==> config.mk <==
export PLATFORM = sky130hd
export DESIGN_NAME = acl_l2cap_reassembly
export DESIGN_NICKNAME = d
export VERILOG_FILES = /design/src/alr_pkg.sv /design/src/alr_cfg_regs.sv /design/src/alr_state_ram.sv /design/src/alr_frame_update.sv /design/src/acl_l2cap_reassembly.sv
export SDC_FILE = /design/constraint.sdc
export NUM_CORES = 1
export LEC_CHECK = 0
export ABC_CLOCK_PERIOD_IN_PS = 3900
export CORE_UTILIZATION = 58
export CTS_CLUSTER_DIAMETER = 30
export DETAILED_ROUTE_END_ITERATION = 16
export DONT_BUFFER_PORTS = 1
export GPL_TIMING_DRIVEN = 0
export HOLD_SLACK_MARGIN = 0.15
export PLACE_DENSITY = 0.76
export SYNTH_ARGS = -nofsm -noshare
export SYNTH_HDL_FRONTEND = slang
export SYNTH_SLANG_ARGS = --single-unit
==> constraint.sdc <==
create_clock -name i_clk -period 3.9 [get_ports i_clk]
set_clock_uncertainty 0.15 [all_clocks]
set_input_delay 0.195 -clock i_clk [delete_from_list [all_inputs] [get_ports i_clk]]
set_output_delay 0.195 -clock i_clk [all_outputs]
set_load 0.005 [all_outputs]
==> src/alr_pkg.sv <==
`timescale 1ns / 1ps
// ----------------------------------------------------------------------------
// alr_pkg
// Shared types and constants for the ACL to L2CAP reassembly block.
// ----------------------------------------------------------------------------
package alr_pkg;

    localparam int CONNECTION_SLOTS = 4;
    localparam int SLOT_W           = 2;
    localparam int HANDLE_W         = 12;
    localparam int CODE_W           = 2;
    localparam int BYTE_W           = 8;
    localparam int TOTAL_W          = 16;
    localparam int OFFSET_W         = 17;
    localparam int ADDR_W           = 5;
    localparam int DATA_W           = 32;

    localparam logic [CODE_W-1:0]   START_CODE   = 2'd2;
    localparam logic [OFFSET_W-1:0] HEADER_LAST  = 17'd3;

    // register indexes on the configuration port
    typedef enum logic [2:0] {
        REG_HANDLE_0 = 3'd0,
        REG_HANDLE_1 = 3'd1,
        REG_HANDLE_2 = 3'd2,
        REG_HANDLE_3 = 3'd3,
        REG_ENABLE   = 3'd4
    } t_reg_idx;

    // per-slot frame state held in the state memory
    typedef struct packed {
        logic                frame_open;
        logic [TOTAL_W-1:0]  payload_total;
        logic [OFFSET_W-1:0] bytes_received;
        logic [BYTE_W-1:0]   length_low;
    } t_slot_state;

    // handle lookup result
    typedef struct packed {
        logic              hit;
        logic [SLOT_W-1:0] slot;
    } t_match;

    // one result item
    typedef struct packed {
        logic                emit;
        logic [OFFSET_W-1:0] offset;
        logic                frame_end;
        logic                discarded;
    } t_result;

endpackage

==> src/alr_cfg_regs.sv <==
`timescale 1ns / 1ps
// ----------------------------------------------------------------------------
// alr_cfg_regs
// Configuration registers on the APB port and the connection handle lookup.
// ----------------------------------------------------------------------------
module alr_cfg_regs (
    input  logic                          i_clk,
    input  logic                          i_rst_n,
    input  logic                          psel,
    input  logic                          penable,
    input  logic                          pwrite,
    input  logic [alr_pkg::ADDR_W-1:0]    paddr,
    input  logic [alr_pkg::DATA_W-1:0]    pwdata,
    output logic [alr_pkg::DATA_W-1:0]    prdata,
    output logic                          pready,
    input  logic [alr_pkg::HANDLE_W-1:0]  i_handle,
    output alr_pkg::t_match               o_match
);

    logic [alr_pkg::HANDLE_W-1:0]         r_handle [alr_pkg::CONNECTION_SLOTS];
    logic [alr_pkg::CONNECTION_SLOTS-1:0] r_enable;
    logic                                 wr_en;
    alr_pkg::t_reg_idx                    reg_idx;

    assign pready  = 1'b1;
    assign wr_en   = psel && penable && pwrite;
    assign reg_idx = alr_pkg::t_reg_idx'(paddr[alr_pkg::ADDR_W-1:2]);

    // write registers on the access phase
    always_ff @(posedge i_clk) begin
        if (!i_rst_n) begin
            for (int i = 0; i < alr_pkg::CONNECTION_SLOTS; i++) begin
                r_handle[i] <= '0;
            end
            r_enable <= '0;
        end else if (wr_en) begin
            unique case (reg_idx)
                alr_pkg::REG_HANDLE_0: r_handle[0] <= pwdata[alr_pkg::HANDLE_W-1:0];
                alr_pkg::REG_HANDLE_1: r_handle[1] <= pwdata[alr_pkg::HANDLE_W-1:0];
                alr_pkg::REG_HANDLE_2: r_handle[2] <= pwdata[alr_pkg::HANDLE_W-1:0];
                alr_pkg::REG_HANDLE_3: r_handle[3] <= pwdata[alr_pkg::HANDLE_W-1:0];
                alr_pkg::REG_ENABLE:   r_enable <= pwdata[alr_pkg::CONNECTION_SLOTS-1:0];
                default: ;
            endcase
        end
    end

    // read back
    always_comb begin
        prdata = '0;
        unique case (reg_idx)
            alr_pkg::REG_HANDLE_0: prdata[alr_pkg::HANDLE_W-1:0] = r_handle[0];
            alr_pkg::REG_HANDLE_1: prdata[alr_pkg::HANDLE_W-1:0] = r_handle[1];
            alr_pkg::REG_HANDLE_2: prdata[alr_pkg::HANDLE_W-1:0] = r_handle[2];
            alr_pkg::REG_HANDLE_3: prdata[alr_pkg::HANDLE_W-1:0] = r_handle[3];
            alr_pkg::REG_ENABLE:   prdata[alr_pkg::CONNECTION_SLOTS-1:0] = r_enable;
            default: ;
        endcase
    end

    // find the lowest enabled slot with a matching handle
    always_comb begin
        o_match = '0;
        for (int i = alr_pkg::CONNECTION_SLOTS - 1; i >= 0; i--) begin
            if (r_enable[i] && (r_handle[i] == i_handle)) begin
                o_match.hit  = 1'b1;
                o_match.slot = alr_pkg::SLOT_W'(i);
            end
        end
    end

endmodule

==> src/alr_state_ram.sv <==
`timescale 1ns / 1ps
// ----------------------------------------------------------------------------
// alr_state_ram
// Per-slot frame state memory, one write and one registered read port.
// ----------------------------------------------------------------------------
module alr_state_ram (
    input  logic                        i_clk,
    input  logic                        i_rst_n,
    input  logic                        i_rd_en,
    input  logic [alr_pkg::SLOT_W-1:0]  i_rd_addr,
    output alr_pkg::t_slot_state        o_rd_data,
    input  logic                        i_wr_en,
    input  logic [alr_pkg::SLOT_W-1:0]  i_wr_addr,
    input  alr_pkg::t_slot_state        i_wr_data
);

    alr_pkg::t_slot_state                 mem [alr_pkg::CONNECTION_SLOTS];
    logic [alr_pkg::CONNECTION_SLOTS-1:0] r_written;
    alr_pkg::t_slot_state                 r_rd_data;
    logic                                 r_rd_written;

    // written marks: an entry never written reads as all zero
    always_ff @(posedge i_clk) begin
        if (!i_rst_n) begin
            r_written <= '0;
        end else if (i_wr_en) begin
            r_written[i_wr_addr] <= 1'b1;
        end
    end

    always_ff @(posedge i_clk) begin
        if (i_wr_en) begin
            mem[i_wr_addr] <= i_wr_data;
        end
    end

    // registered read, held while no new read is issued
    always_ff @(posedge i_clk) begin
        if (!i_rst_n) begin
            r_rd_written <= 1'b0;
        end else if (i_rd_en) begin
            r_rd_written <= r_written[i_rd_addr];
        end
    end

    always_ff @(posedge i_clk) begin
        if (i_rd_en) begin
            r_rd_data <= mem[i_rd_addr];
        end
    end

    assign o_rd_data = r_rd_written ? r_rd_data : '0;

endmodule

==> src/alr_frame_update.sv <==
`timescale 1ns / 1ps
// ----------------------------------------------------------------------------
// alr_frame_update
// Next slot state and result for one byte: start, length capture, end check.
// ----------------------------------------------------------------------------
module alr_frame_update (
    input  alr_pkg::t_slot_state        i_state,
    input  logic [alr_pkg::CODE_W-1:0]  i_code,
    input  logic                        i_first,
    input  logic [alr_pkg::BYTE_W-1:0]  i_byte,
    output alr_pkg::t_slot_state        o_state,
    output alr_pkg::t_result            o_result
);

    logic                          start;
    logic [alr_pkg::OFFSET_W-1:0]  last_off;
    alr_pkg::t_slot_state          st;

    assign start = i_first && (i_code == alr_pkg::START_CODE);

    always_comb begin
        st = i_state;
        // open a new frame, dropping any partial one
        if (start) begin
            st = '0;
            st.frame_open = 1'b1;
        end
        o_result           = '0;
        o_result.emit      = st.frame_open;
        o_result.offset    = st.bytes_received;
        o_result.discarded = start && i_state.frame_open;
        o_state            = st;
        last_off           = '0;
        if (st.frame_open) begin
            // capture the little-endian length
            if (st.bytes_received == '0) begin
                o_state.length_low = i_byte;
            end else if (st.bytes_received == alr_pkg::OFFSET_W'(1)) begin
                o_state.payload_total = {i_byte, st.length_low};
            end
            last_off = {1'b0, o_state.payload_total} + alr_pkg::HEADER_LAST;
            // close on the last byte of header plus payload
            if ((st.bytes_received >= alr_pkg::HEADER_LAST) &&
                (st.bytes_received == last_off)) begin
                o_result.frame_end     = 1'b1;
                o_state.frame_open     = 1'b0;
                o_state.bytes_received = '0;
            end else begin
                o_state.bytes_received = st.bytes_received + alr_pkg::OFFSET_W'(1);
            end
        end
    end

endmodule

==> src/acl_l2cap_reassembly.sv <==
`timescale 1ns / 1ps
// ----------------------------------------------------------------------------
// acl_l2cap_reassembly
// A result item is registered in stage 1, then in the output register.
// Throughput: one byte per cycle unless the output stalls; the slot state memory
// is read on accept and written back as the item leaves stage 1, with a same-slot bypass.
// Reset: synchronous, active low; clears all slot registers, the state memory
// written marks and the pipeline valids. No clearing pass is needed.
// ----------------------------------------------------------------------------
module acl_l2cap_reassembly (
    input  logic                          i_clk,
    input  logic                          i_rst_n,
    input  logic                          psel,
    input  logic                          penable,
    input  logic                          pwrite,
    input  logic [alr_pkg::ADDR_W-1:0]    paddr,
    input  logic [alr_pkg::DATA_W-1:0]    pwdata,
    output logic [alr_pkg::DATA_W-1:0]    prdata,
    output logic                          pready,
    input  logic                          i_valid,
    output logic                          o_ready,
    input  logic [alr_pkg::HANDLE_W-1:0]  i_conn_handle,
    input  logic [alr_pkg::CODE_W-1:0]    i_boundary_code,
    input  logic                          i_first_of_packet,
    input  logic [alr_pkg::BYTE_W-1:0]    i_payload_byte,
    output logic                          o_valid,
    input  logic                          i_ready,
    output logic [alr_pkg::SLOT_W-1:0]    o_slot_index,
    output logic [alr_pkg::BYTE_W-1:0]    o_frame_byte,
    output logic [alr_pkg::OFFSET_W-1:0]  o_frame_offset,
    output logic                          o_frame_end,
    output logic                          o_previous_discarded
);

    alr_pkg::t_match               match;
    alr_pkg::t_slot_state          rd_state;
    alr_pkg::t_slot_state          cur_state;
    alr_pkg::t_slot_state          new_state;
    alr_pkg::t_result              result;
    logic                          in_fire;
    logic                          s1_adv;

    logic                          r_s1_valid;
    logic [alr_pkg::SLOT_W-1:0]    r_s1_slot;
    logic [alr_pkg::CODE_W-1:0]    r_s1_code;
    logic                          r_s1_first;
    logic [alr_pkg::BYTE_W-1:0]    r_s1_byte;
    logic                          r_byp_valid;
    alr_pkg::t_slot_state          r_byp_state;

    logic                          r_out_valid;
    logic [alr_pkg::SLOT_W-1:0]    r_out_slot;
    logic [alr_pkg::BYTE_W-1:0]    r_out_byte;
    logic [alr_pkg::OFFSET_W-1:0]  r_out_offset;
    logic                          r_out_end;
    logic                          r_out_disc;

    alr_cfg_regs u_cfg (
        .i_clk    (i_clk),
        .i_rst_n  (i_rst_n),
        .psel     (psel),
        .penable  (penable),
        .pwrite   (pwrite),
        .paddr    (paddr),
        .pwdata   (pwdata),
        .prdata   (prdata),
        .pready   (pready),
        .i_handle (i_conn_handle),
        .o_match  (match)
    );

    // advance stage 1 when the output register is free or being taken
    assign s1_adv  = r_s1_valid && (!r_out_valid || i_ready);
    assign o_ready = !r_s1_valid || s1_adv;
    assign in_fire = i_valid && o_ready;

    alr_state_ram u_ram (
        .i_clk     (i_clk),
        .i_rst_n   (i_rst_n),
        .i_rd_en   (in_fire),
        .i_rd_addr (match.slot),
        .o_rd_data (rd_state),
        .i_wr_en   (s1_adv),
        .i_wr_addr (r_s1_slot),
        .i_wr_data (new_state)
    );

    // take the bypassed state when the previous item wrote the same slot
    assign cur_state = r_byp_valid ? r_byp_state : rd_state;

    alr_frame_update u_upd (
        .i_state  (cur_state),
        .i_code   (r_s1_code),
        .i_first  (r_s1_first),
        .i_byte   (r_s1_byte),
        .o_state  (new_state),
        .o_result (result)
    );

    // stage 1: item with a known handle, waiting on its state read
    always_ff @(posedge i_clk) begin
        if (!i_rst_n) begin
            r_s1_valid  <= 1'b0;
            r_byp_valid <= 1'b0;
        end else if (in_fire) begin
            r_s1_valid  <= match.hit;
            r_byp_valid <= s1_adv && (r_s1_slot == match.slot);
        end else if (s1_adv) begin
            r_s1_valid  <= 1'b0;
        end
    end

    always_ff @(posedge i_clk) begin
        if (in_fire) begin
            r_s1_slot   <= match.slot;
            r_s1_code   <= i_boundary_code;
            r_s1_first  <= i_first_of_packet;
            r_s1_byte   <= i_payload_byte;
            r_byp_state <= new_state;
        end
    end

    // output register
    always_ff @(posedge i_clk) begin
        if (!i_rst_n) begin
            r_out_valid <= 1'b0;
        end else if (s1_adv) begin
            r_out_valid <= result.emit;
        end else if (i_ready) begin
            r_out_valid <= 1'b0;
        end
    end

    always_ff @(posedge i_clk) begin
        if (s1_adv && result.emit) begin
            r_out_slot   <= r_s1_slot;
            r_out_byte   <= r_s1_byte;
            r_out_offset <= result.offset;
            r_out_end    <= result.frame_end;
            r_out_disc   <= result.discarded;
        end
    end

    assign o_valid              = r_out_valid;
    assign o_slot_index         = r_out_slot;
    assign o_frame_byte         = r_out_byte;
    assign o_frame_offset       = r_out_offset;
    assign o_frame_end          = r_out_end;
    assign o_previous_discarded = r_out_disc;

endmodule

# After elaboration in Yosys (flattened, before gate mapping)
# Memories as Yosys holds them, arrays and structs flattened. A register that Yosys moved wholly into a read port is not among the register bits.
# Index checks and enable logic that the tools add are counted.
# Widths: inputs -> output; s select.
# totals
reg_bits,96
latchBits,0
mem_bits_rw,216
mem_bits_ro,0
in_bits,67
out_inout_bits,64
word_cells,115
memories,2
# mem_list
memory,words,word_bits,read_ports,rd_ports_with_merged_regs,wr,line_no,source
u_ram.mem,4,42,1,1,1,alr_state_ram.sv:17,alr_pkg::t_slot_state mem [alr_pkg::CONNECTION_SLOTS];
u_cfg.r_handle,4,12,4,0,4,alr_cfg_regs.sv:20,logic [alr_pkg::HANDLE_W-1:0] r_handle [alr_pkg::CONNECTION_SLOTS];
# op_classes
n_addsub,2
multipliers,0
div_mod_pow,0
n_lt_le_gt_ge,4
n_eq_ne,12
shift,0
muxes,48
n_bitwise,5
n_reduce_logical,23
# op_table
cell,count
$mux 42,4
$eq 12x12->1,4
$mux 12,4
$mux 16,3
$pmux 8 s4,1
$mux 1,27
$pmux 4 s5,1
$add 16x2->17 const B,1
$add 17x1->17 const B,1
$eq 17x1->1 const B,1
$eq 17x17->1,1
$ge 17x2->1 const B,1
$logic_not 17->1,1
$mux 17,1
$logic_and 1x1->1,14
$mux 3,4
$mux 8,1
$eq 3x2->1 const B,2
$lt 2x3->1 const B,2
$or 1x1->1,4
$or 4x4->4,1
$reduce_bool 2->1,2
$eq 3x1->1 const B,1
$eq 3x3->1 const B,1
9 further kinds,11

# Longest topological paths before layout
# Gate-level depths: netlist of run 1.
# logic_depth
depth_word,12
depth_mapped,18

# Hierarchy
# Synthesis of run 1 repeated with hierarchy kept, for this count alone.
# unflattened
hier_cells,1174
area_unflattened_um2,16955.0
# modules_own_cells
mod,instances,cells_each,area_per_inst_um2,seq_area_each_um2
alr_state_ram,1,327,7871.3,6406.1
acl_l2cap_reassembly,1,150,3387.0,2582.5
alr_cfg_regs,1,282,3300.7,1521.5
alr_frame_update,1,415,2396.0,0.0

# Worst setup path after synthesis of run 1
# OpenSTA, ideal clock, no wires.
# synth_timing
kind,register to register
startpoint,register r_out_valid (netlist: o_valid)
endpoint,"memory u_ram.mem[1][0] (netlist bit), enable pin"
setup_ps,505
arrival_time_ps,3662
required_time_ps,3245
path_slack_ps,-417
path_stages_with_launch,4
path_buffers,0
path_cell_list,dfxtp_1 > nand2b_1 > nand2_1 > nor3b_1
# synth_via
elab_chain_len,5
# synth_rtl
element,line_no,source
start: declaration,acl_l2cap_reassembly.sv:51,logic r_out_valid;
start signal: assignment,acl_l2cap_reassembly.sv:128,r_out_valid <= result.emit;
$logic_not 1->1,acl_l2cap_reassembly.sv:73,assign s1_adv = r_s1_valid && (!r_out_valid || i_ready);
$logic_or 1x1->1,acl_l2cap_reassembly.sv:73,
$logic_and 1x1->1,acl_l2cap_reassembly.sv:73,
$mux 1,alr_state_ram.sv:32,if (i_wr_en) begin
$mux 1 (implied by the code),alr_state_ram.sv:33,mem[i_wr_addr] <= i_wr_data;
end: declaration,alr_state_ram.sv:17,
# No other way between the ends.

==> key figures, run 1 <==
Run status
  – Outcome: finished with violations
  – Failing checks: setup timing

Floorplanning
  – Die area: 29,300 sq um
  – Starting Density: 0.594
  – Row count: 61
  – Core ar.: 27,900 sq um
  – Die height: roughly 170 um
  – Number of I/O pins: 131
  – Chip Width: between 150 and 200 um

Route
  – ANT nets after route: 0
  – Vias: around 12,000
  – Drc violations: 0
  – Vias per cell: 6.35
  – Mean routed wirelength per cell: between 20 and 25 um
  – Drt first pass iters: 7
  – Post-Route WL: 47,200 um
  – Initial DRC Count: 1,451

Job
  – Max-Cap Viols: 0

Global routing
  – GRT overflow: 0
  – First-pass GRT wire length: 70,700 um
  – Vias in the first global route: 12,000
  – Largest net degree at the start of global routing: 52
  – Initial antenna violation count: 0
  – Global-route track usage on met3: 0.0675
  – M1 GR Usage: 0.424
  – Gr usage total: 0.330
  – Met2 usage: 0.537
  – Gr busiest metal: met2

Pwr
  – Peak supply drop: 0.500 mV
  – Sw power: 2.25 mW
  – Switching Fraction: 0.212
  – Clock power share: 0.563
  – PwrDens: 501 nW/um^2
  – Sequential share of power: 0.404
  – Logic pwr share: 0.033
  – LEAKAGE: 7.53 nW
  – P_int: between 8 and 9 mW
  – Tot Pwr: 10.6 mW

Timing
  – RSZ-0062 raised after global routing: true
  – Hold Slack: about 0.17 ns
  – # setup viols final: 91
  – Tmin final: 4.21 ns
  – Setup_tns: -23.73 ns
  – F_max: 0.238 GHz
  – Rel. slew slack: 0.331
  – Final WS setup: -0.308 ns
  – Final Slew Violations: 0
  – Period utilization: 1.08
  – Slew @ Worst Pin: 0.993 ns
  – Hold Vio Cnt, Final: 0

CTS
  – Maximum clock path buffer count: 3
  – Clk sink count: 354
  – H-tree depth: 3
  – TritonCTS Buffers: 68
  – CTS tree: done
  – Clock root cell: clkbuf_16
  – Clk slew on worst S/H paths: about 0.050 ns
  – Worst skew pair latency: 0.56 ns

Setup path
  – Required time of the critical path: 4.02 ns
  – Critical Path End Type: register
  – Crit-path max FO: 10
  – Worst Setup Start Kind: register
  – Crit path kind: register to register
  – Crit path DAT: 4.33 ns

Yosys
  – Post-Syn Area: 16,600 sq um
  – Synth warn: 0
  – EDFF count, synth: 342
  – Avg Inst Size Synth: 12.9 sq um
  – Area leader, netlist: edfxtp_1
  – Synth top area share: 0.619
  – Most used DFF post-synth: edfxtp_1
  – Async SR Flop Fraction: 0
  – Mapped Cells: 1,288
  – Netlist cell types: 76
  – Area contributors post-synth: edfxtp_1, mux2i_1, xnor2_1, a21oi_1, nor2b_1
  – Flop and latch count out of synthesis: approximately 350
  – Seq/Total Area, Yosys: 0.634

Hold path
  – Hold WC Path Type: input port to register

Finish
  – # fillers: 1,744
  – Final net count: 1,556
  – Share of layout cells above drive strength 1: 0.205
  – Antenna Cells: 0
  – Area grow syn2layout: 27.8%

Placement
  – Worst slack at placement: -1.48 ns
  – Post-DP HPWL: 31,100 um
  – Routability-driven placement congestion ratio: 1.01
  – PortBufs: 0
critical path, cell delays in order (launching register included):
cell	delay, ns
edfxtp_1	0.39
buf_4	0.14
nand3b_1	0.22
buf_4	0.25
clkbuf_1	0.48
nand2_1	0.32
a2111oi_2	0.42
a31oi_1	0.15
o31ai_2	0.36
o211ai_1	0.22
buf_4	0.19
nor4_4	0.22
buf_6	0.18
buf_12	0.15
nor2_4	0.07
power by group through the flow:
stage	Combinational [mW]	Clock (mW)	Sequential (mW)
after global placement	0.274	0	4.36
after detailed placement	0.285	0	4.36
after floorplan	0.200	0	4.33
final	0.350	5.98	4.29
after global routing	0.371	6.20	4.29
after CTS	0.339	6.02	4.29
timing repair:
action                                 in CTS  in global routing
gates cloned                                3                  0
endpoints found under the hold margin      88                  0
setup endpoints to repair                 230                154
setup buffers                              34                  9
pin swaps                                  27                 18
gates resized for setup                    99                 33
hold buffers                               48                  0
cell usage in the layout (no fill, tap or decap), types with 20 or more instances in the layout:
cell type / synthesis / routed
nand3_1: 38 / 38
mux2i_1: 59 / 56
edfxtp_1: 342 / 342
a21oi_1: 75 / 69
xnor2_1: 64 / 64
conb_1: 2 / 21
o21ai_0: 33 / 29
buf_4: 27 / 67
dlygate4sd3_1: 0 / 48
clkbuf_1: 48 / 49
nor2b_1: 60 / 59
clkbuf_16: 0 / 71
a22oi_1: 30 / 27
buf_6: 2 / 20
a211oi_1: 45 / 43
nand2_1: 87 / 85
and2_1: 52 / 52
nor2_1: 62 / 49
nand4_1: 26 / 26
per-layer routing:
layer | wire [um] | share of wire
met1 | 17900 | 0.38
met3 | 4590 | 0.097
met5 | 0 | 0
met4 | 2250 | 0.048
met2 | 22400 | 0.47
flip-flops by register name, summed over array words and instances (netlist names):
register              cells
u_ram.mem               168
u_cfg.r_handle           48
r_byp_state              42
u_ram.r_rd_data          42
o_frame_offset           17
o_frame_byte              8
r_s1_byte                 8
u_cfg.r_enable            4
u_ram.r_written           4
o_slot_index              2
r_s1_code                 2
r_s1_slot                 2
o_frame_end               1
o_previous_discarded      1
o_valid                   1
r_byp_valid               1
r_s1_first                1
r_s1_valid                1
u_ram.r_rd_written        1
stage by stage:
step | utilization | std cells | instance area (sq um)
finish | 0.759 | 1918 | 21200
global route | 0.759 | 1918 | 21200
CTS | 0.752 | 1910 | 21000
detailed placement | 0.623 | 1704 | 17400
global placement | 0.613 | 1685 | 17100
floorplan | - | 1307 | 16700
worst paths after layout:
check                     start                 end  depth (start not counted)  slack (ns)
max reg2reg          r_s1_first    u_ram.mem[3][23]                         14       -0.31
min reg2reg  u_ram.r_written[1]  u_ram.r_written[1]                          1        0.31
max                  r_s1_first    u_ram.mem[3][23]                         14       -0.31
min                     i_ready    u_ram.mem[2][41]                          3        0.17
cell type report:
class	count	area, sq um	area share
Sequential cell	354	10500	0.496
Buffer	99	621	0.0293
Clock inverter	48	597	0.0282
Timing Repair Buffer	112	1110	0.0523
Clock buffer	75	1790	0.0845
Tap cell	378	473	0.0223
Inverter	7	28.8	0.00136
Multi-Input combinational cell	845	6060	0.286
kinds of logic after synthesis:
logic type / count (synthesis) / synth area share
adder cells (fa/ha/maj): 2 / 0.00151
AND/OR/NAND/NOR: 413 / 0.137
AO/OA/AOI/OAI: 261 / 0.105
buffers and inverters: 108 / 0.0328
XOR/XNOR: 77 / 0.0407
other: 2 / 0.000453
multiplexers: 71 / 0.0492
flip-flops: 354 / 0.634
cell usage after synthesis, drive strengths merged (4+ instances only):
cell	count
nand4	27
a21boi	4
o22ai	6
nor4b	4
o31ai	9
xor2	13
or4	5
xnor2	64
o21ai	37
or2	4
nand2b	5
nor2	63
nor3	13
a211oi	45
a2111oi	4
and3	10
inv	7
nand3b	13
a22oi	30
and2	52
o211ai	5
a21oi	75
nor4	19
nand2	88
dfxtp	12
a22o	8
edfxtp	342
mux2	4
a21o	6
clkbuf	48
nor2b	60
nand3	38
mux2i	59
buf	53
o21a	11
mux4	8
No activity file was read; power rests on OpenSTA's default activity.
==> inputs of run 2 (changes only) <==
--- a/config.mk
+++ b/config.mk
@@ -6,6 +6,7 @@
 export NUM_CORES = 1
 export LEC_CHECK = 0
 export ABC_CLOCK_PERIOD_IN_PS = 3900
+export CORE_ASPECT_RATIO = 0.9
 export CORE_UTILIZATION = 58
 export CTS_CLUSTER_DIAMETER = 30
 export DETAILED_ROUTE_END_ITERATION = 16
==> run 2 against run 1 <==
The flow still finishes with violations (setup timing). Hold slack better by 0.091 ns. Setup slack better by 0.026 ns. Final cell count down 0.52%. Combinational power up 4%. Clock power down 3%. Global-route usage up 0.92 points. Cell area about the same. Sequential share of layout area about the same. First-iteration DRC count up 25%. Non-clock buffer count up 11. Critical path type unchanged.
==> key figures, run 2 (synthesis gave the netlist of run 1 again) <==
Setup path
  – Critical Path End Type: register
  – Crit path DAT: 4.32 ns (about the same)
  – Critical R2R Launch: r_byp_valid
  – Crit path kind: register to register
  – Crit-path max FO: 10 (unchanged)
  – Required time of the critical path: 4.04 ns (+0.02 ns)
  – Critical path launch point: r_byp_valid
  – Worst reg-to-reg path cell count: 12 (-2)
  – Worst Setup Start Kind: register

Route
  – Post-Route WL: 49,600 um (+5.2%)
  – Initial DRC Count: 1,808 (+25%)
  – Vias per cell: 6.52 (+2.7%)
  – Mean routed wirelength per cell: 26.0 um (+5.7%)
  – Vias: 12,400 (+2.2%)
  – Drc violations: 0 (unchanged)
  – Drt first pass iters: 10 (+3)
  – ANT nets after route: 0 (unchanged)

Finish
  – Area grow syn2layout: 27.8% (about the same)
  – Commonest non-fill, non-tap cell in the layout: edfxtp_1
  – Most frequent cells in the layout: edfxtp_1, nand2_1, buf_4
  – Share of layout cells above drive strength 1: 0.215 (+0.0107)
  – Max reg flops: 168 (unchanged)
  – Final Instance Count excl. Fillers: 1,908 (-0.52%)
  – Largest register by flop count: u_ram.mem
  – # fillers: 1,725 (-1.1%)
  – Final net count: 1,565 (+0.58%)
  – Biggest regs: u_ram.mem: 168 flops, u_cfg.r_handle: 48 flops

Floorplanning
  – Die area: 29,300 sq um (about the same)
  – Die height: 162 um (-5.1%)
  – Row count: 58 (-4.9%)
  – Chip Width: 180 um (+5.3%)
  – Starting Density: 0.592 (-0.00164)
  – Core ar.: 28,000 sq um (+0.28%)
  – Number of I/O pins: 131 (unchanged)

Timing
  – # setup viols final: 91 (unchanged)
  – Hold Vio Cnt, Final: 0 (unchanged)
  – RSZ-0062 raised after global routing: true
  – Final WS setup: -0.282 ns (+0.0261 ns)
  – Period utilization: 1.07 (-0.00669)
  – Tmin final: 4.18 ns (-0.0261 ns)
  – Final Slew Violations: 0 (unchanged)
  – Rel. slew slack: 0.0683 (-0.263)
  – Setup_tns: -16.78 ns (+6.95 ns)
  – F_max: 0.239 GHz (+0.62%)
  – Slew @ Worst Pin: 1.38 ns (+0.385 ns)
  – Hold Slack: 0.265 ns (+0.0908 ns)

Placement
  – Post-DP HPWL: 31,800 um (+2.3%)
  – Routability-driven placement congestion ratio: 1.01 (about the same)
  – PortBufs: 0 (unchanged)
  – Placed cell count: 1,687 (-1.0%)

CTS
  – Maximum clock path buffer count: 3 (unchanged)
  – Worst skew pair latency: 0.57 ns (about the same)
  – Clk slew on worst S/H paths: 0.05 ns (about the same)
  – TritonCTS Buffers: 66 (-2.9%)
  – CTS tree: done
  – H-tree depth: 3 (unchanged)
  – Clock root cell: clkbuf_16
  – Clk sink count: 354 (unchanged)

Job
  – Max-Cap Viols: 0 (unchanged)

Hold path
  – HP Start: pwdata[10]
  – WHS Path Cells: 2 (-1)
  – Hold WC Path Type: input port to register

Pwr
  – Peak supply drop: 0.465 mV (-7.1%)
  – LEAKAGE: 7.58 nW (+0.66%)
  – PwrDens: 492 nW/um^2 (-1.8%)
  – Tot Pwr: 10.4 mW (-1.8%)

Global routing
  – First-pass GRT wire length: 73,200 um (+3.5%)
  – GRT overflow: 0 (unchanged)
  – Vias in the first global route: 12,000 (+0.17%)
  – Initial antenna violation count: 0 (unchanged)
  – Largest net degree at the start of global routing: 72 (+38%)
  – Gr usage total: 0.339 (+0.00919)

Run status
  – Failing checks: setup timing
  – Outcome: finished with violations
[run 2: cell types whose count changed in the layout (fill, tap and decap cells not counted), sizes merged]
cell      before  now
buf          115  124
bufinv        10    8
clkbuf       123  124
clkinv        19   16
clkinvlp      13    5
diode          0    1
inv           13   23
[run 2: area by class of cell]
type                            count  area, sq um  area share
Clock buffer                       74         1700      0.0804
Timing Repair Buffer              123         1190      0.0561
Inverter                            7         28.8     0.00136
Sequential cell                   354        10500       0.496
Buffer                             99          656      0.0309
Tap cell                          360          450      0.0213
Multi-Input combinational cell    845         6090       0.287
Antenna cell                        1         2.50    0.000118
Clock inverter                     45          562      0.0265
[run 2: repair_timing]
item,4_1_cts,5_1_grt
resized for setup,106,53
buffers inserted,36,18
hold buffers,48,0
hold endpoints to repair,106,0
endpoints found under the setup margin,242,143
gates cloned,2,1
pin swaps,27,28
[run 2: layer usage]
metal,vias up,wire length (um),track usage
li1,5296,-,-
met1,6039,19400,0.468
met2,925,22400,0.523
met3,181,5940,0.0776
met4,0,1860,0.143
met5,-,0,0
[run 2: metrics by stage]
step / instance area, sq um / setup slack [ns] / util
6_report: 21200 / -0.282 / 0.757
5_1_grt: 21200 / -0.265 / 0.756
4_1_cts: 20900 / -0.112 / 0.746
3_5_place_dp: 17400 / -1.60 / 0.621
3_3_place_gp: 17100 / -3.16 / 0.611
2_1_floorplan: 16700 / -0.417 / -
[run 2: worst paths after layout]
check	endpoint	slack [ns]
max	r_byp_state[24]	-0.28
min	u_cfg.r_handle[2][10]	0.27
max reg2reg	r_byp_state[24]	-0.28
min reg2reg	u_ram.r_written[0]	0.31
[run 2: worst max-delay path, cell delays in order (launching register included)]
cell	delay [ns]
dfxtp_4	0.38
buf_12	0.12
buf_12	0.11
buf_2	0.32
buf_4	0.31
buf_2	0.34
a22oi_1	0.19
or4_1	0.60
or4_1	0.52
nor3_1	0.33
nand2_1	0.14
xor2_1	0.27
nor2_4	0.11
[run 2: where the power goes]
| part | leakage (nW) | total (mW) | internal, mW | switching (mW) |
|---|---|---|---|---|
| combinational | 2.81 | 0.365 | 0.148 | 0.216 |
| clock | 1.09 | 5.78 | 3.75 | 2.03 |
| sequential | 3.68 | 4.29 | 4.22 | 0.0689 |
==> inputs of run 3 (changes only) <==
--- a/config.mk
+++ b/config.mk
@@ -13,7 +13,7 @@
 export DONT_BUFFER_PORTS = 1
 export GPL_TIMING_DRIVEN = 0
 export HOLD_SLACK_MARGIN = 0.15
-export PLACE_DENSITY = 0.76
+export PLACE_DENSITY = 0.87
 export SYNTH_ARGS = -nofsm -noshare
 export SYNTH_HDL_FRONTEND = slang
 export SYNTH_SLANG_ARGS = --single-unit
==> run 3 against run 2 <==
The flow still finishes with violations (setup timing). Non-clock buffer count is 7 lower. Total power is 0.57% lower. Die area unchanged. Register-to-register slack improved by 0.03 ns. Cell area about the same. Final cell count is 0.42% lower. Count of clock-buffer cells in the layout rose by 1. Hold slack worse by 0.028 ns.
==> key figures, run 3 (synthesis gave the netlist of run 1 again) <==
Run status
  – Outcome: finished with violations
  – Failing checks: setup timing

Setup path
  – Crit-path max FO: 10 (unchanged)
  – Cell chain of the critical path: buf_12, buf_12, buf_8, a22o_4, nand2_4, ha_4, nand2_4, nor4_4, buf_6, nand2_4, mux2i_4, xnor2_2, nor4bb_2, nor4_2, buf_4, nor4_4, buf_6, buf_12, nor2_4
  – CP top delay family: simple AND/OR/NAND/NOR gates
  – Critical Path End Type: register
  – Crit path kind: register to register
  – Slowest stage delay, CP: 0.36 ns (-0.24 ns)
  – WP buf/inv: 7 (+2)
  – CP max-delay cell: dfxtp_4
  – Worst Setup Start Kind: register
  – Required time of the critical path: 4.03 ns (about the same)
  – Crit path DAT: 4.28 ns (-0.04 ns)

Timing
  – RSZ-0062 raised after global routing: true
  – Slew @ Worst Pin: 1.38 ns (+0.00126 ns)
  – Setup_tns: -17.48 ns (-0.700 ns)
  – Final WS setup: -0.253 ns (+0.0287 ns)
  – F_max: 0.241 GHz (+0.69%)
  – Period utilization: 1.06 (-0.00735)
  – Hold Vio Cnt, Final: 0 (unchanged)
  – Final Slew Violations: 0 (unchanged)
  – Rel. slew slack: 0.0674 (-0.000851)
  – # setup viols final: 91 (unchanged)
  – Tmin final: 4.15 ns (-0.0287 ns)

Floorplanning
  – Row count: 58 (unchanged)
  – Die area: 29,300 sq um (unchanged)
  – Number of I/O pins: 131 (unchanged)
  – Core ar.: 28,000 sq um (unchanged)
  – Die height: 162 um (unchanged)
  – Chip Width: 180 um (unchanged)
  – Starting Density: 0.592 (unchanged)

CTS
  – Maximum clock path buffer count: 3 (unchanged)
  – Worst skew pair latency: 0.57 ns (about the same)
  – Clock root cell: clkbuf_16
  – TritonCTS Buffers: 66 (unchanged)
  – Clk slew on worst S/H paths: 0.05 ns (about the same)
  – H-tree depth: 3 (unchanged)
  – CTS tree: done
  – Clk sink count: 354 (unchanged)

Finish
  – Multi-input gate area: 6130 sq um (+0.66%)
  – Sequential Area: 10,500 sq um (about the same)
  – Max reg flops: 168 (unchanged)
  – # fillers: 1,588 (-7.9%)
  – Finished Cell Area: 21,200 sq um (about the same)
  – Biggest regs: u_ram.mem: 168 flops, u_cfg.r_handle: 48 flops
  – Antenna Cells: 0 (-1)
  – Most frequent cells in the layout: edfxtp_1, nand2_1, a21oi_1
  – Commonest non-fill, non-tap cell in the layout: edfxtp_1
  – Final net count: 1,558 (-0.45%)
  – Final core utilization: 0.757 (about the same)
  – Largest register by flop count: u_ram.mem
  – Area grow syn2layout: 27.8% (about the same)
  – Share of layout cells above drive strength 1: 0.214 (-0.000970)

Placement
  – Routability-driven placement congestion ratio: 1.04 (+2.4%)
  – Placed Area: 17,400 sq um (about the same)
  – Post-DP HPWL: 32,200 um (+1.1%)
  – PortBufs: 0 (unchanged)

Pwr
  – Logic pwr share: 0.035 (about the same)
  – Peak supply drop: 0.371 mV (-20%)
  – PwrDens: 490 nW/um^2 (-0.59%)
  – Clock power share: 0.551 (-0.003)
  – Sw power: 2.26 mW (-2.4%)
  – P_int: 8.11 mW (about the same)
  – LEAKAGE: 7.55 nW (-0.39%)
  – Switching Fraction: 0.218 (-0.00400)
  – Tot Pwr: 10.4 mW (-0.57%)
  – Sequential share of power: 0.414 (+0.003)

Route
  – Vias: 12,600 (+1.5%)
  – Vias per cell: 6.65 (+1.9%)
  – Mean routed wirelength per cell: 26.5 um (+1.8%)
  – Initial DRC Count: 1,863 (+3.0%)
  – Post-Route WL: 50,300 um (+1.4%)
  – ANT nets after route: 0 (unchanged)
  – Drc violations: 0 (unchanged)
  – Drt first pass iters: 8 (-2)

Job
  – Max-Cap Viols: 0 (unchanged)

Global routing
  – Vias in the first global route: 12,400 (+3.5%)
  – Global-route track usage on met3: 0.0803 (+0.00268)
  – First-pass GRT wire length: 74,700 um (+2.1%)
  – Largest net degree at the start of global routing: 68 (-5.6%)
  – GRT overflow: 0 (unchanged)
  – Initial antenna violation count: 0 (unchanged)
  – Met2 usage: 0.549 (+0.0255)
  – Gr usage total: 0.343 (+0.00394)
  – Gr busiest metal: met2
  – M1 GR Usage: 0.445 (-0.0227)

Hold path
  – Hold WC Path Type: input port to register
## run 3: cell types whose count changed in the layout (fill, tap and decap cells not counted), sizes merged
cell / before / now
buf: 124 / 117
clkbuf: 124 / 126
bufinv: 8 / 7
clkinv: 16 / 17
diode: 1 / 0
dlygate4sd3: 48 / 47
inv: 23 / 22
## run 3: path summary, 6_finish.rpt
| path | from | to | slack [ns] | cells after the start |
|---|---|---|---|---|
| max | r_byp_valid | u_ram.mem[2][12] | -0.25 | 19 |
| max reg2reg | r_byp_valid | u_ram.mem[2][12] | -0.25 | 19 |
| min reg2reg | u_ram.r_written[0] | u_ram.r_written[0] | 0.31 | 1 |
| min | pwdata[2] | u_cfg.r_enable[2] | 0.24 | 3 |
## run 3: area by class of cell
cell class,instances,area share
repair buffers,116,0.0552
clock inverters,44,0.0228
multi-input cells,845,0.289
flip-flops and latches,354,0.496
well taps,360,0.0212
plain buffers,99,0.0312
clock buffers,75,0.0830
inverters,7,0.00136
## run 3: layer usage
layer  vias up  part of all wire  routed length (um)
met5         -                 0                   0
met4         0             0.048                2400
met1      6077              0.36               18400
li1       5274                 -                   -
met2      1039              0.47               23500
met3       237              0.12                6080
## run 3: power groups by stage
stage          Combinational [mW]  Sequential (mW)  Clock [mW]
3_5_place_dp                0.290             4.36           0
2_1_floorplan               0.200             4.33           0
5_1_grt                     0.377             4.30        5.91
4_1_cts                     0.345             4.29        5.74
3_3_place_gp                0.279             4.36           0
6_report                    0.362             4.30        5.72
## run 3: stage by stage
stage,std cells,setup slack [ns],hold WS [ns]
2_1_floorplan,1307,-0.417,0.144
3_3_place_gp,1667,-3.02,0.144
3_5_place_dp,1687,-1.64,0.144
4_1_cts,1893,-0.131,0.187
5_1_grt,1900,-0.272,0.270
6_report,1900,-0.253,0.238
## run 3: worst reg2reg max path, cell delays in order, from the launching register on
cell	delay, ns
dfxtp_4	0.36
buf_12	0.13
buf_12	0.12
buf_8	0.11
a22o_4	0.25
nand2_4	0.09
ha_4	0.15
nand2_4	0.06
nor4_4	0.26
buf_6	0.21
nand2_4	0.15
mux2i_4	0.27
xnor2_2	0.21
nor4bb_2	0.36
nor4_2	0.08
buf_4	0.18
nor4_4	0.33
buf_6	0.19
buf_12	0.15
nor2_4	0.06
## run 3: repair_timing
action | 4_1_cts | 5_1_grt
gates resized for setup | 132 | 45
hold buffers | 47 | 0
endpoints found under the hold margin | 109 | 0
endpoints found under the setup margin | 252 | 156
gates cloned | 2 | 0
pin swaps | 28 | 24
buffers inserted | 40 | 8
